`config.mk`:
```
export PLATFORM = sky130hd
export DESIGN_NAME = three_floor_elevator_controller
export DESIGN_NICKNAME = d
export VERILOG_FILES = /design/src/hw/rtl/tfec_pkg.sv /design/src/hw/rtl/tfec_in_reg.sv /design/src/hw/rtl/tfec_ctrl.sv /design/src/hw/rtl/three_floor_elevator_controller.sv
export VERILOG_INCLUDE_DIRS = /design/src /design/src/hw/rtl
export SDC_FILE = /design/constraint.sdc
export NUM_CORES = 1
export LEC_CHECK = 0
export BUFFER_PORTS_ARGS = -buffer_cell sky130_fd_sc_hd__buf_2
export CORE_AREA = 8 8 129 131
export CTS_BUF_LIST = sky130_fd_sc_hd__clkbuf_8
export DETAILED_ROUTE_END_ITERATION = 8
export DIE_AREA = 0 0 137 139
export PLACE_DENSITY = 0.67
export REMOVE_ABC_BUFFERS = 1
export SLEW_MARGIN = 20
export SYNTH_ARGS = -nofsm -noshare
export SYNTH_HDL_FRONTEND = slang
export SYNTH_SLANG_ARGS = --single-unit
```
`constraint.sdc`:
```
create_clock -name aclk -period 9.15 [get_ports aclk]
set_input_delay 0.4575 -clock aclk [delete_from_list [all_inputs] [get_ports aclk]]
set_output_delay 0.4575 -clock aclk [all_outputs]
set_load 0.03 [all_outputs]
```
`src/hw/rtl/three_floor_elevator_controller_assert.svh`:
```
// ============================================================================
// Assertion macros for the three-floor elevator controller
// Concurrent checks clocked on aclk and masked while aresetn is low; they
// compile to nothing in synthesis.
// ============================================================================
`ifndef THREE_FLOOR_ELEVATOR_CONTROLLER_ASSERT_SVH
`define THREE_FLOOR_ELEVATOR_CONTROLLER_ASSERT_SVH

`ifndef SYNTHESIS
// property must hold at every clock edge out of reset
`define TFEC_ASSERT(label, prop, msg) \
    label: assert property (@(posedge aclk) disable iff (!aresetn) (prop)) \
        else $error(msg);
// condition must never be seen at a clock edge out of reset
`define TFEC_ASSERT_NEVER(label, cond, msg) \
    label: assert property (@(posedge aclk) disable iff (!aresetn) !(cond)) \
        else $error(msg);
`else
`define TFEC_ASSERT(label, prop, msg)
`define TFEC_ASSERT_NEVER(label, cond, msg)
`endif

`endif

```
`src/hw/rtl/tfec_pkg.sv`:
```
// ============================================================================
// tfec_pkg
// Shared types, button and display codes and small helper functions of the
// three-floor elevator controller.
// ============================================================================
package tfec_pkg;

    // active-low button patterns
    localparam logic [3:0] BTN_FLOOR0 = 4'hE;
    localparam logic [3:0] BTN_FLOOR1 = 4'hD;
    localparam logic [3:0] BTN_FLOOR2 = 4'hB;
    localparam logic [3:0] BTN_HOLD   = 4'h7;

    // seven-segment codes
    localparam logic [6:0] SEG_FLOOR0 = 7'h3f;
    localparam logic [6:0] SEG_FLOOR1 = 7'h06;
    localparam logic [6:0] SEG_FLOOR2 = 7'h5b;

    // register reset values
    localparam logic [15:0] PHASE_TICKS_RESET = 16'd150;
    localparam logic [11:0] STEP_GROUPS_RESET = 12'd230;

    // configuration register indexes
    typedef enum logic [0:0] {
        REG_PHASE_TICKS = 1'b0,
        REG_STEP_GROUPS = 1'b1
    } cfg_index_t;

    // one input word: bits [3:0] buttons, bit [4] tick
    typedef struct packed {
        logic       tick;
        logic [3:0] buttons;
    } item_t;

    // one result word, lowest bits first: coils, segments, floor, moving, held
    typedef struct packed {
        logic       held;
        logic       moving;
        logic [1:0] current_floor;
        logic [6:0] segments;
        logic [3:0] coils;
    } result_t;

    // configuration as seen by the controller
    typedef struct packed {
        logic [15:0] phase_ticks;
        logic [11:0] step_groups;
    } cfg_t;

    // decoded floor call
    typedef struct packed {
        logic       valid;
        logic [1:0] floor;
    } call_t;

    function automatic logic [6:0] seg_of(input logic [1:0] floor);
        logic [6:0] code;
        case (floor)
            2'd1:    code = SEG_FLOOR1;
            2'd2:    code = SEG_FLOOR2;
            default: code = SEG_FLOOR0;
        endcase
        return code;
    endfunction

    function automatic call_t call_decode(input logic [3:0] buttons);
        call_t c;
        c.valid = 1'b1;
        c.floor = 2'd0;
        case (buttons)
            BTN_FLOOR0: c.floor = 2'd0;
            BTN_FLOOR1: c.floor = 2'd1;
            BTN_FLOOR2: c.floor = 2'd2;
            default:    c.valid = 1'b0;
        endcase
        return c;
    endfunction

endpackage

```
`src/hw/rtl/tfec_in_reg.sv`:
```
// ============================================================================
// tfec_in_reg
// Input register: captures one button/tick word and holds it until the
// controller takes it.
// ============================================================================
module tfec_in_reg
    import tfec_pkg::*;
(
    input  logic  aclk,
    input  logic  aresetn,
    input  logic  in_valid,
    output logic  in_ready,
    input  item_t in_item,
    output logic  out_valid,
    input  logic  out_ready,
    output item_t out_item
);

    logic  valid_reg;
    logic  valid_next;
    item_t item_reg;

    // free when empty or when the held word leaves this cycle
    assign in_ready = !valid_reg || out_ready;

    always_comb begin
        valid_next = valid_reg;
        if (in_ready) begin
            valid_next = in_valid;
        end
    end

    always_ff @(posedge aclk) begin
        if (!aresetn) begin
            valid_reg <= 1'b0;
        end else begin
            valid_reg <= valid_next;
        end
    end

    // payload, no reset
    always_ff @(posedge aclk) begin
        if (in_ready && in_valid) begin
            item_reg <= in_item;
        end
    end

    assign out_valid = valid_reg;
    assign out_item  = item_reg;

endmodule

```
`src/hw/rtl/tfec_ctrl.sv`:
```
// ============================================================================
// tfec_ctrl
// Elevator state, next-state logic for one word, and the result register.
// ============================================================================
`include "three_floor_elevator_controller_assert.svh"

module tfec_ctrl
    import tfec_pkg::*;
(
    input  logic    aclk,
    input  logic    aresetn,
    input  cfg_t    cfg,
    input  logic    in_valid,
    output logic    in_ready,
    input  item_t   in_item,
    output logic    out_valid,
    input  logic    out_ready,
    output result_t out_result
);

    typedef struct packed {
        logic [1:0]  floor_now;
        logic [1:0]  floor_target;
        logic [2:0]  pending;
        logic        serving;
        logic        moving;
        logic        going_up;
        logic [1:0]  phase;
        logic [15:0] tick_cnt;
        logic [12:0] group_cnt;
        logic [3:0]  coil;
        logic [6:0]  seg;
    } st_t;

    typedef struct packed {
        logic       found;
        logic [1:0] floor;
    } pick_t;

    st_t     state_reg;
    st_t     state_next;
    logic    hold_reg;
    logic    hold_next;
    logic    out_valid_reg;
    logic    out_valid_next;
    result_t result_reg;
    result_t result_next;
    logic    advance;
    call_t   call;

    // ---- helpers ----------------------------------------------------------

    function automatic logic [3:0] phase_coil(input logic [1:0] k, input logic up);
        return up ? (4'b0001 << k) : (4'b1000 >> k);
    endfunction

    // four-phase groups for a move between two floors
    function automatic logic [12:0] move_groups(input logic [1:0] a, input logic [1:0] b,
                                               input logic [11:0] sg);
        logic [1:0] span;
        span = (a > b) ? (a - b) : (b - a);
        return (span == 2'd2) ? {sg, 1'b0} : {1'b0, sg};
    endfunction

    function automatic pick_t lowest(input logic [2:0] p);
        pick_t r;
        r.found = |p;
        r.floor = p[0] ? 2'd0 : (p[1] ? 2'd1 : 2'd2);
        return r;
    endfunction

    // arrival at floor_target, then start on the lowest latched floor
    function automatic st_t do_arrive(input st_t s, input logic [11:0] sg);
        st_t        r;
        logic [2:0] p;
        pick_t      pk;
        logic [1:0] hi;
        r           = s;
        r.moving    = 1'b0;
        r.serving   = 1'b0;
        r.floor_now = s.floor_target;
        r.seg       = seg_of(s.floor_target);
        p           = s.pending;
        pk          = lowest(p);
        // a latched call for the floor just reached is dropped
        if (pk.found && pk.floor == s.floor_target) begin
            p  = p & ~(3'b001 << pk.floor);
            pk = lowest(p);
        end
        hi = s.pending[2] ? 2'd2 : (s.pending[1] ? 2'd1 : 2'd0);
        if (!pk.found) begin
            r.pending = p;
        end else if (sg == '0) begin
            // zero-length moves chain through every latched floor at once
            r.pending      = 3'b000;
            r.floor_now    = hi;
            r.floor_target = hi;
            r.seg          = seg_of(hi);
            r.phase        = 2'd0;
            r.tick_cnt     = '0;
            r.group_cnt    = '0;
        end else begin
            r.pending      = p & ~(3'b001 << pk.floor);
            r.floor_target = pk.floor;
            r.going_up     = pk.floor > s.floor_target;
            r.serving      = 1'b1;
            r.moving       = 1'b1;
            r.group_cnt    = move_groups(pk.floor, s.floor_target, sg);
            r.phase        = 2'd0;
            r.tick_cnt     = '0;
            r.seg          = seg_of(pk.floor);
            r.coil         = phase_coil(2'd0, pk.floor > s.floor_target);
        end
        return r;
    endfunction

    // ---- handshake --------------------------------------------------------

    assign in_ready = !out_valid_reg || out_ready;
    assign advance  = in_valid && in_ready;
    assign call     = call_decode(in_item.buttons);

    // ---- next state for one word -----------------------------------------

    always_comb begin
        logic [15:0] limit;
        logic [15:0] t1;
        logic [1:0]  ph;
        logic [12:0] g;
        state_next = state_reg;
        hold_next  = hold_reg;
        limit      = (cfg.phase_ticks == '0) ? 16'd1 : cfg.phase_ticks;
        t1         = state_reg.tick_cnt + 16'd1;
        ph         = state_reg.phase + 2'd1;
        g          = (state_reg.group_cnt == '0) ? '0 : state_reg.group_cnt - 13'd1;
        if (!state_reg.moving) begin
            // idle: a call to another floor starts an ordinary move
            if (!hold_reg && call.valid && call.floor != state_reg.floor_now) begin
                state_next.floor_target = call.floor;
                state_next.going_up     = call.floor > state_reg.floor_now;
                state_next.serving      = 1'b0;
                state_next.group_cnt    = move_groups(call.floor, state_reg.floor_now,
                                                      cfg.step_groups);
                state_next.phase        = 2'd0;
                state_next.tick_cnt     = '0;
                if (cfg.step_groups == '0) begin
                    state_next = do_arrive(state_next, cfg.step_groups);
                end else begin
                    state_next.moving = 1'b1;
                    state_next.coil   = phase_coil(2'd0, call.floor > state_reg.floor_now);
                end
            end
            hold_next = (in_item.buttons == BTN_HOLD);
        end else begin
            // latch calls during an ordinary move
            if (!state_reg.serving && call.valid && call.floor != state_reg.floor_target) begin
                state_next.pending = state_reg.pending | (3'b001 << call.floor);
            end
            // step timing
            if (in_item.tick) begin
                if (t1 >= limit) begin
                    state_next.tick_cnt = '0;
                    state_next.phase    = ph;
                    if (ph == 2'd0) begin
                        state_next.group_cnt = g;
                        if (g == '0) begin
                            state_next = do_arrive(state_next, cfg.step_groups);
                        end else begin
                            state_next.coil = phase_coil(ph, state_reg.going_up);
                        end
                    end else begin
                        state_next.coil = phase_coil(ph, state_reg.going_up);
                    end
                end else begin
                    state_next.tick_cnt = t1;
                end
            end
        end
    end

    // ---- result word ------------------------------------------------------

    always_comb begin
        result_next.coils         = state_next.coil;
        result_next.segments      = state_next.seg;
        result_next.current_floor = state_next.floor_now;
        result_next.moving        = state_next.moving;
        result_next.held          = hold_next;
        out_valid_next            = out_valid_reg;
        if (advance) begin
            out_valid_next = 1'b1;
        end else if (out_ready) begin
            out_valid_next = 1'b0;
        end
    end

    always_ff @(posedge aclk) begin
        if (!aresetn) begin
            state_reg     <= '{floor_now: 2'd0, floor_target: 2'd0, pending: 3'b000,
                               serving: 1'b0, moving: 1'b0, going_up: 1'b0,
                               phase: 2'd0, tick_cnt: 16'd0, group_cnt: 13'd0,
                               coil: 4'b0000, seg: SEG_FLOOR0};
            hold_reg      <= 1'b0;
            out_valid_reg <= 1'b0;
        end else begin
            out_valid_reg <= out_valid_next;
            if (advance) begin
                state_reg <= state_next;
                hold_reg  <= hold_next;
            end
        end
    end

    // result payload, no reset
    always_ff @(posedge aclk) begin
        if (advance) begin
            result_reg <= result_next;
        end
    end

    assign out_valid  = out_valid_reg;
    assign out_result = result_reg;

    // ---- checks -----------------------------------------------------------

    `TFEC_ASSERT(a_serving_moving, state_reg.serving |-> state_reg.moving,
        "serving while stopped")
    `TFEC_ASSERT_NEVER(a_idle_pending, !state_reg.moving && state_reg.pending != 3'b000,
        "calls left latched at rest")
    `TFEC_ASSERT(a_coil_onehot, state_reg.moving |-> $onehot(state_reg.coil),
        "coil drive not one-hot while stepping")
    `TFEC_ASSERT(a_display_floor,
        (state_reg.moving && !state_reg.serving) |-> state_reg.seg == seg_of(state_reg.floor_now),
        "display off the floor left")
    `TFEC_ASSERT(a_result_floor, advance |=> out_result.current_floor == state_reg.floor_now,
        "result floor differs from state")

endmodule

```
`src/hw/rtl/three_floor_elevator_controller.sv`:
```
// ============================================================================
// three_floor_elevator_controller
// Three-floor elevator control with four-coil stepper drive.
// ============================================================================
// Takes one word per clock when the output side is ready: a sample of the
// active-low call buttons and a 50 us tick flag, and returns one word per
// input word with the coil drive, the seven-segment code, the current floor
// and the moving and hold flags as they stand after that sample. A word
// passes an input register and then the result register before its result
// is presented; both stages advance every cycle when the output side is ready.
// Car travel time is counted in tick flags: step_groups four-phase groups per
// floor, each phase held phase_ticks ticks. Write the registers only with no
// word in flight.
module three_floor_elevator_controller
    import tfec_pkg::*;
(
    input  logic        aclk,
    input  logic        aresetn,
    // input stream
    input  logic        s_tvalid,
    output logic        s_tready,
    input  logic [7:0]  s_tdata,      // [3:0] buttons, [4] tick, [7:5] zero
    // result stream
    output logic        m_tvalid,
    input  logic        m_tready,
    output logic [15:0] m_tdata,      // [3:0] coils, [10:4] segments,
                                      // [12:11] current_floor, [13] moving,
                                      // [14] held, [15] zero
    // configuration write port
    input  logic        cfg_wr_en,
    input  logic [0:0]  cfg_wr_index,
    input  logic [15:0] cfg_wr_data
);

    logic [15:0] phase_ticks_reg;
    logic [11:0] step_groups_reg;
    cfg_t        cfg;
    item_t       s_item;
    logic        ctrl_valid;
    logic        ctrl_ready;
    item_t       ctrl_item;
    result_t     m_result;

    // configuration registers
    always_ff @(posedge aclk) begin
        if (!aresetn) begin
            phase_ticks_reg <= PHASE_TICKS_RESET;
            step_groups_reg <= STEP_GROUPS_RESET;
        end else if (cfg_wr_en) begin
            unique case (cfg_index_t'(cfg_wr_index))
                REG_PHASE_TICKS: phase_ticks_reg <= cfg_wr_data;
                REG_STEP_GROUPS: step_groups_reg <= cfg_wr_data[11:0];
                default: ;
            endcase
        end
    end

    assign cfg.phase_ticks = phase_ticks_reg;
    assign cfg.step_groups = step_groups_reg;

    assign s_item.buttons = s_tdata[3:0];
    assign s_item.tick    = s_tdata[4];

    tfec_in_reg u_in_reg (
        .aclk      (aclk),
        .aresetn   (aresetn),
        .in_valid  (s_tvalid),
        .in_ready  (s_tready),
        .in_item   (s_item),
        .out_valid (ctrl_valid),
        .out_ready (ctrl_ready),
        .out_item  (ctrl_item)
    );

    tfec_ctrl u_ctrl (
        .aclk       (aclk),
        .aresetn    (aresetn),
        .cfg        (cfg),
        .in_valid   (ctrl_valid),
        .in_ready   (ctrl_ready),
        .in_item    (ctrl_item),
        .out_valid  (m_tvalid),
        .out_ready  (m_tready),
        .out_result (m_result)
    );

    assign m_tdata = {1'b0, m_result};

endmodule

```
* After elaboration in Yosys (flattened, before gate mapping)
Index checks and enable logic that the tools add are counted.
** Operators by class
- Shift operators :: 6
- Add/sub/neg operators :: 7
- Bitwise logic cells :: 8
- Reductions and logical operators :: 37
- Mux-type cells :: 79
- Equality and inequality tests :: 26
- Order comparisons :: 3
** Operator list (number)
- 52-bit two-way mux :: 3
- 41-bit two-way mux :: 2
- 7-bit one-hot mux with 2 select lines :: 5
- 3-bit two-way mux :: 22
- 13-bit two-way mux :: 5
- 24-bit two-way mux :: 2
- 45-bit two-way mux :: 1
- 4-bit two-way mux :: 9
- 16-bit two-way mux :: 2
- 7-bit two-way mux :: 4
- 13-bit zero test :: 2
- 2-bit two-way mux :: 13
- 16-bit by 1-bit adder with 16-bit output (second input constant) :: 1
- 16-bit greater-or-equal comparator :: 1
- 16-bit zero test :: 1
- 3-bit OR reduction :: 5
- 2-bit equality test (second input constant) :: 7
- 13-bit by 1-bit subtractor with 13-bit output (second input constant) :: 1
- 4-bit equality test (second input constant) :: 3
- 12-bit zero test :: 1
- 12-bit two-way mux :: 1
- 2-bit inequality test (second input constant) :: 6
- 1-bit by 2-bit << shifter with 3-bit output (first input constant) :: 4
- 2-bit by 1-bit equality test with 1-bit output (second input constant) :: 5
- 29 further kinds :: 60
** Word-level totals
- Output and inout bits :: 18
- Bits in registers :: 103

* Logic depth before layout (Yosys ltp)
Gate-level depths: netlist of the first run.
- Word-level depth :: 31
- Mapped depth :: 20
- Depth with buffers taken out :: 18

* Cells and area by module
Synthesis of the first run repeated with hierarchy kept, for this count alone.
** Unflattened totals
- Cells, all modules :: 814
- Area total of the unflattened synthesis :: 7065.5 um^2
** Modules (own cells, without submodules)
- tfec_ctrl :: cells each 683, area each 5721.7 um^2, times used 1
- three_floor_elevator_controller :: cells each 121, area each 1136.1 um^2, times used 1
- tfec_in_reg :: cells each 10, area each 207.7 um^2, times used 1

* Worst setup path after synthesis of the first run
No wires, ideal clock.
- Path kind :: register -> register
- Start :: reg u_in_reg.item_reg (netlist bit u_in_reg.out_item[1])
- End :: reg u_ctrl.state_reg[16] in the netlist's numbering
- Library setup time :: 0.131 ns
- Clock period less this slack :: 4.539 ns
- Slack :: 4.611 ns
- Arrival time :: 4.407 ns
- Required time :: 9.019 ns
- Cell stages (with the launch flop) :: 19
- Cells stage by stage :: edfxtp_1 > and4b_1 > buf_2 > inv_1 > ha_1 > and4bb_2 > nand4_1 > a41oi_2 > a21oi_1 > o21ai_0 > fa_1 > nand2_1 > o311ai_0 > nand2_1 > clkbuf_1 > mux2i_1 > o22ai_1 > a21oi_1 > a21oi_1
** Between the ends
- Cells in the longest elaborated chain, start to end :: 31
- Elaborated cells between the ends (all ways) :: 63
** Ends and longest elaborated chain
- from (decl) :: RTL line tfec_in_reg.sv:21 : item_t item_reg;
- from (signal assigned) :: RTL line tfec_in_reg.sv:44 : item_reg <= in_item;
- 4-bit equality test :: RTL line tfec_pkg.sv:70 : case (buttons)
- 3-bit OR reduction (no line)
- 1-bit two-way mux :: RTL line tfec_pkg.sv:70
- 1-bit logical AND (2 in a row) :: RTL line tfec_ctrl.sv:156 : if (!state_reg.serving && call.valid && call.floor != state_reg.floor_target) begin
- 3-bit two-way mux :: RTL line tfec_ctrl.sv:156
- 3-bit two-way mux :: RTL line tfec_ctrl.sv:136 : if (!state_reg.moving) begin
- 2-bit two-way mux (2 in a row) :: RTL line tfec_ctrl.sv:68 : r.floor = p[0] ? 2'd0 : (p[1] ? 2'd1 : 2'd2);
- 1-bit by 2-bit << shifter with 3-bit output :: RTL line tfec_ctrl.sv:87 : p = p & ~(3'b001 << pk.floor);
- [... 13 more ...]
- 13-bit two-way mux :: RTL line tfec_ctrl.sv:62 : return (span == 2'd2) ? {sg, 1'b0} : {1'b0, sg};
- 13-bit two-way mux :: RTL line tfec_ctrl.sv:93 : end else if (sg == '0) begin
- 45-bit two-way mux :: RTL line tfec_ctrl.sv:91 : if (!pk.found) begin
- 41-bit two-way mux :: RTL line tfec_ctrl.sv:166 : if (g == '0) begin
- 41-bit two-way mux :: RTL line tfec_ctrl.sv:164 : if (ph == 2'd0) begin
- 24-bit two-way mux :: RTL line tfec_ctrl.sv:161 : if (t1 >= limit) begin
- 52-bit two-way mux :: RTL line tfec_ctrl.sv:160 : if (in_item.tick) begin
- 52-bit two-way mux :: RTL line tfec_ctrl.sv:136
- to (signal assigned) :: RTL line tfec_ctrl.sv:199 : state_reg <= '{floor_now: 2'd0, floor_target: 2'd0, pending: 3'b000,
- to (signal assigned) :: RTL line tfec_ctrl.sv:208 : state_reg <= state_next;
- to (decl) :: RTL line tfec_ctrl.sv:40 : st_t state_reg;
Parallel ways exist; a longest one is shown, timed or not. The select of a mux whose other input is x is not followed.
A chain may end at the register's enable or synchronous reset.

* Worst setup path in the final report of the first run
Ends and elaborated chain as after synthesis.

==> results of run 1 <==
worst paths after layout:
kind                   startpoint  cells past startpoint              endpoint
max          u_in_reg.out_item[1]                     17  u_ctrl.state_reg[16]
max reg2reg  u_in_reg.out_item[1]                     17  u_ctrl.state_reg[16]
min reg2reg   u_ctrl.state_reg[1]                      1   u_ctrl.state_reg[1]
min                    s_tdata[1]                      1  u_in_reg.out_item[1]
layout by cell type (no fill, tap or decap), types with 5 or more instances in the layout:
| cell | Yosys | routed |
|---|---|---|
| nand3b_1 | 9 | 9 |
| and3_1 | 11 | 11 |
| a21oi_1 | 87 | 87 |
| buf_2 | 4 | 43 |
| xor2_1 | 12 | 12 |
| o21a_1 | 7 | 7 |
| buf_4 | 1 | 7 |
| clkbuf_8 | 0 | 9 |
| ha_1 | 40 | 40 |
| o31ai_1 | 5 | 5 |
| or3_1 | 9 | 9 |
| a31oi_1 | 11 | 11 |
| edfxtp_1 | 20 | 20 |
| inv_1 | 43 | 43 |
| a211o_1 | 7 | 7 |
| nand4_1 | 5 | 5 |
| nand2b_1 | 12 | 12 |
| o22ai_1 | 6 | 6 |
| nand2_1 | 117 | 117 |
| nand4b_1 | 5 | 5 |
| dfxtp_1 | 83 | 83 |
| nor2b_1 | 6 | 6 |
| o221a_2 | 6 | 6 |
| mux2i_1 | 22 | 22 |
| nor2_1 | 53 | 53 |
| xnor2_1 | 7 | 7 |
| nor4_1 | 11 | 11 |
| a21o_1 | 12 | 12 |
| a311oi_1 | 5 | 5 |
| nand3_1 | 29 | 29 |
| and2_1 | 13 | 13 |
| a211oi_1 | 6 | 6 |
| o211ai_1 | 14 | 14 |
| o21ai_0 | 48 | 47 |
| nor3_1 | 17 | 17 |
| o211a_1 | 5 | 5 |
per-stage QoR:
stage	utilization, %	cell area [um^2]	worst slack [ns]	hold slack [ns]	total power, mW
3_3_place_gp	50.0	7380	3.61	0.420	0.615
3_5_place_dp	50.0	7380	3.52	0.452	0.616
4_1_cts	51.5	7600	3.52	0.213	0.936
6_report	51.5	7600	3.41	0.234	0.926
5_1_grt	51.5	7600	2.96	0.210	0.965
2_1_floorplan	-	6880	4.31	0.411	0.577
metal layers:
metal	track usage [%]	up-vias	routed length, um
li1	-	3257	-
met2	33.2	208	8920
met5	0	-	0
met4	7.04	0	447
met1	24.7	3108	8260
met3	4.46	32	1190
critical path, cell delays in order (launching register included):
cell and delay [ns]:
edfxtp_1 0.57, and4b_1 0.60, inv_1 0.22, ha_1 0.35, and4bb_2 0.39, nand4_1 0.20
a41oi_2 0.52, a21oi_1 0.14, o21ai_0 0.57, ha_1 0.39, a21boi_0 0.26, nand2_1 0.08
o311ai_0 0.11, nand2_1 0.52, mux2i_1 0.30, o22ai_1 0.10, a21oi_1 0.22, a21oi_1 0.08
cell type report:
cell class | instances | area (um^2)
fill | 1496 | 7150
multi-input combinational | 680 | 4450
sequential | 103 | 2260
timing repair buffer | 50 | 268
tap | 188 | 235
inverter | 45 | 169
clock buffer | 9 | 124
clock inverter | 7 | 100
power groups by stage:
stage | logic (mW) | clock network (mW) | registers (mW)
finish | 0.116 | 0.318 | 0.491
global route | 0.129 | 0.342 | 0.493
CTS | 0.116 | 0.330 | 0.491
detailed placement | 0.115 | 0 | 0.501
global placement | 0.114 | 0 | 0.501
floorplan | 0.0747 | 0 | 0.502
cells by family after synthesis:
family | Yosys count | share of synthesized area, %
compound gates | 276 | 26.9
fa+ha+maj | 41 | 7.33
flops | 103 | 31.9
buf+inv | 96 | 5.55
simple gates | 320 | 22.7
other cells | 1 | 0.0528
xor+xnor | 19 | 2.34
mux | 23 | 3.31
==> flow_summary.ini, run 1 <==
[sta]
period_needed_ns = 5.74
min_period_over_period_pct = 62.7
finalSetupTns_ns = 0
slew_violations = 0
slew_headroom_pct = 33.1
finalSetupViolations = 0
hold_viol_final = 0
rsz0062_at_grt = no
fmax_mhz = 174
worst_pin_slew_ns = 1.00
clock_skew_ns = 0.0222

[floorplan]
die_height_um = 139
die_x_um = 137
dieArea_mm2 = 0.0190
floorplan.initialDensity_pct = 48.1
core_mm2 = 0.0148
io_pins = 48
rows = 45

[power_and_ir_drop]
internal-power_uw = 654
comb_power_share_pct = 12.6
p_sw_share_pct = 29.4
vdd_drop_max_mv = 0.132
clockPowerShare_pct = 34.4
power_switching_uw = 272
power_frac_seq_pct = 53.0
cellLeakagePower_nw = 2.99
powerDensity_mw_per_mm2 = 122

[global_routing]
antenna_found_initial = 0
overflow = 0
grt_pass1_wl_um = 31300
grt_max_degree = 45
grt_pass1_vias = 6462
grtUsageTotal_pct = 20.0

[worst_setup_path]
critPathLaunchType = flop
worstPathMaxFanout = 14
cp-end-kind = flop
path_class = flop to flop
r2r_slack_ns = 3.41
crit_required_ns = 9.44
crit_arrival_ns = 6.03

[yosys]
syn-cell-area_mm2 = 0.00710
ys_top_cells_by_count = nand2_1, a21oi_1, dfxtp_1, nor2_1, o21ai_0
synthDominantCellAreaShare_pct = 23.4
yosysTopAreaCell = dfxtp_1
ys_ff_latch = 103
syn_area_per_cell_um2 = 8.08
synth_edf_count = 20
synth_most_common_cell = nand2_1
yosysUniqueCellTypes = 90
yosys_warnings = 0
synthFlopType = dfxtp_1
synth_area_leaders = dfxtp_1, edfxtp_1, ha_1, nand2_1, a21oi_1
seq_area_frac_synth_pct = 31.9
async_reset_ff_share_pct = 0
syn_inst = 879

[clock_tree]
numClockSinks = 103
ctsHtreeMaxLevel = 3
ctsHoldBuffers = 0
cts_resized = 0
clockBufferDepth = 2
cts_setup_buffers = 0
cts_tree = built
cts_root_buf = clkbuf_8
clock_latency_ns = 0.40
path_clk_slew_ns = 0.11
numCtsBuffers = 9

[place]
port_buffers = 43
gp_congestion = 0.926
dp_hpwl_um = 13800
dp.cells = 1066

[route]
finalWirelength_um = 18800
viasPerCell = 6.10
drtPass1Iterations = 7
ant_nets = 0
drt_iter0_drc = 401
vias = 6605
drc_errors = 0
wl_per_cell_um = 17.4

[status]
status = completed

[layout]
drive_above_1_share_pct = 10.4
nets = 960
syn_to_final_growth_pct = 7.06
final_cell_count_no_fill = 1082
n_antenna_cell = 0
largest_register_ffs = 52

[worst_hold_path]
min_path_type = input pin to flop

[run]
maxCapViolations = 0
Note: power is estimated with default switching activity, not from simulation.
==> inputs of run 2 (changes only) <==
--- a/config.mk
+++ b/config.mk
@@ -11,7 +11,7 @@
 export CTS_BUF_LIST = sky130_fd_sc_hd__clkbuf_8
 export DETAILED_ROUTE_END_ITERATION = 8
 export DIE_AREA = 0 0 137 139
-export PLACE_DENSITY = 0.67
+export PLACE_DENSITY = 0.69
 export REMOVE_ABC_BUFFERS = 1
 export SLEW_MARGIN = 20
 export SYNTH_ARGS = -nofsm -noshare
==> constraint.sdc (replaced) <==
create_clock -name aclk -period 5.25 [get_ports aclk]
set_input_delay 0.2625 -clock aclk [delete_from_list [all_inputs] [get_ports aclk]]
set_output_delay 0.2625 -clock aclk [all_outputs]
set_load 0.03 [all_outputs]
==> flow_summary.ini, run 2 (synthesis gave the netlist of run 1 again) <==
[status]
status = completed

[place]
postPlaceCellArea_mm2 = 0.00742
port_buffers = 43
dp_hpwl_um = 13400
post-place-ws_ns = 0.515
gp_congestion = 0.919
dp.cells = 1072

[clock_tree]
ctsHtreeMaxLevel = 3
cts_tree = built
clockBufferDepth = 2
cts_root_buf = clkbuf_8
path_clk_slew_ns = 0.10
clock_latency_ns = 0.40
numClockSinks = 103
numCtsBuffers = 9

[power_and_ir_drop]
p_total_mw = 1.55
powerDensity_mw_per_mm2 = 204
cellLeakagePower_nw = 3.01
vdd_drop_max_mv = 0.257

[layout]
final_common_cell = nand2_1
fill_cells = 1483
nets = 966
final_area_mm2 = 0.00762
largest_register_ffs = 52
syn_to_final_growth_pct = 7.26
final_cell_count_no_fill = 1088
drive_above_1_share_pct = 11.1
n_antenna_cell = 0
mostFrequentLayoutCells = nand2_1, a21oi_1, dfxtp_1, nor2_1, o21ai_0
utilization_pct = 51.6

[sta]
hold_ws_ns = 0.0360
fin_ws_ns = 0.541
fmax_mhz = 212
finalSetupTns_ns = 0
period_needed_ns = 4.71
slew_headroom_pct = 30.1
worst_pin_slew_ns = 1.04
slew_violations = 0
clock_skew_ns = 0.0301
rsz0062_at_grt = no
hold_viol_final = 0
finalSetupViolations = 0
min_period_over_period_pct = 89.7

[route]
wl_per_cell_um = 17.3
finalWirelength_um = 18800
ant_nets = 0
drtPass1Iterations = 5
vias = 6621
viasPerCell = 6.09
drc_errors = 0
drt_iter0_drc = 550

[worst_setup_path]
rr_worst_depth = 15
timing.rr.start = u_ctrl.state_reg[24]
cp-end-kind = flop
r2r-end = u_ctrl.state_reg[30]
r2r_slack_ns = 0.54
crit_arrival_ns = 5.03
critPathLaunchType = flop
path_class = flop to flop
crit_required_ns = 5.57
worstPathMaxFanout = 20

[global_routing]
grt_max_degree = 51
antenna_found_initial = 0
overflow = 0
grt_pass1_wl_um = 30800
grtUsageTotal_pct = 19.7
grt_pass1_vias = 6084

[worst_hold_path]
worstHoldStart = s_tdata[1]
holdPathStages = 1
hold_end = u_in_reg.out_item[1]
min_path_type = input pin to flop

[floorplan]
die_height_um = 139
rows = 45
die_x_um = 137
dieArea_mm2 = 0.0190
floorplan.initialDensity_pct = 48.1
core_mm2 = 0.0148
io_pins = 48

[run]
maxCapViolations = 0
==> run 2: area by class of cell <==
cell class	instances	area (um^2)	area share, %
Timing Repair Buffer	56	313	4.11
Tap cell	188	235	3.09
Multi-Input combinational cell	680	4450	58.4
Clock buffer	9	124	1.63
Inverter	45	169	2.22
Clock inverter	7	63.8	0.838
Sequential cell	103	2260	29.7
==> run 2: how the worst max path moves through the flow <==
stage | startpoint | to | slack (ns) | depth (start not counted)
floorplan | u_in_reg.out_item[1] | u_ctrl.state_reg[22] | 0.41 | 12
global placement | u_ctrl.state_reg[24] | u_ctrl.state_reg[29] | 0.56 | 15
detailed placement | u_ctrl.state_reg[24] | u_ctrl.state_reg[30] | 0.51 | 15
CTS | u_ctrl.state_reg[24] | u_ctrl.state_reg[30] | 0.46 | 15
global route | u_ctrl.state_reg[24] | u_ctrl.state_reg[30] | 0.02 | 15
finish | u_ctrl.state_reg[24] | u_ctrl.state_reg[30] | 0.54 | 15
==> run 2: critical path: stages, from the launching register on <==
cell and delay, ns:
dfxtp_1 0.41, nand3_1 0.23, nor3_2 0.37, and3_1 0.23
and3_1 0.24, and3_1 0.27, nand3_1 0.13, xnor2_1 0.15
ha_1 0.32, a21oi_1 0.14, o21ai_0 0.11, a2111oi_0 0.52
o21ai_1 0.30, a211o_1 0.60, or4_1 0.49, a21oi_1 0.15
==> run 2: power by group <==
| group | internal, mW | switching (mW) | leakage [nW] |
|---|---|---|---|
| Sequential | 0.830 | 0.0248 | 0.849 |
| Clock | 0.184 | 0.308 | 0.101 |
| Combinational | 0.0737 | 0.131 | 2.06 |
| Total | 1.09 | 0.464 | 3.01 |
==> run 2: timing repair <==
action,4_1_cts,5_1_grt
buffers inserted,0,0
resized for setup,0,1
endpoints found under the setup margin,0,4
hold buffers,0,0
==> run 2: layer usage <==
layer / up-vias / GRT usage [%] / routed length (um)
li1: 3267 / - / -
met3: 40 / 3.41 / 1240
met1: 3073 / 26.0 / 8450
met2: 241 / 31.5 / 8720
met4: 0 / 6.81 / 397
met5: - / 0 / 0
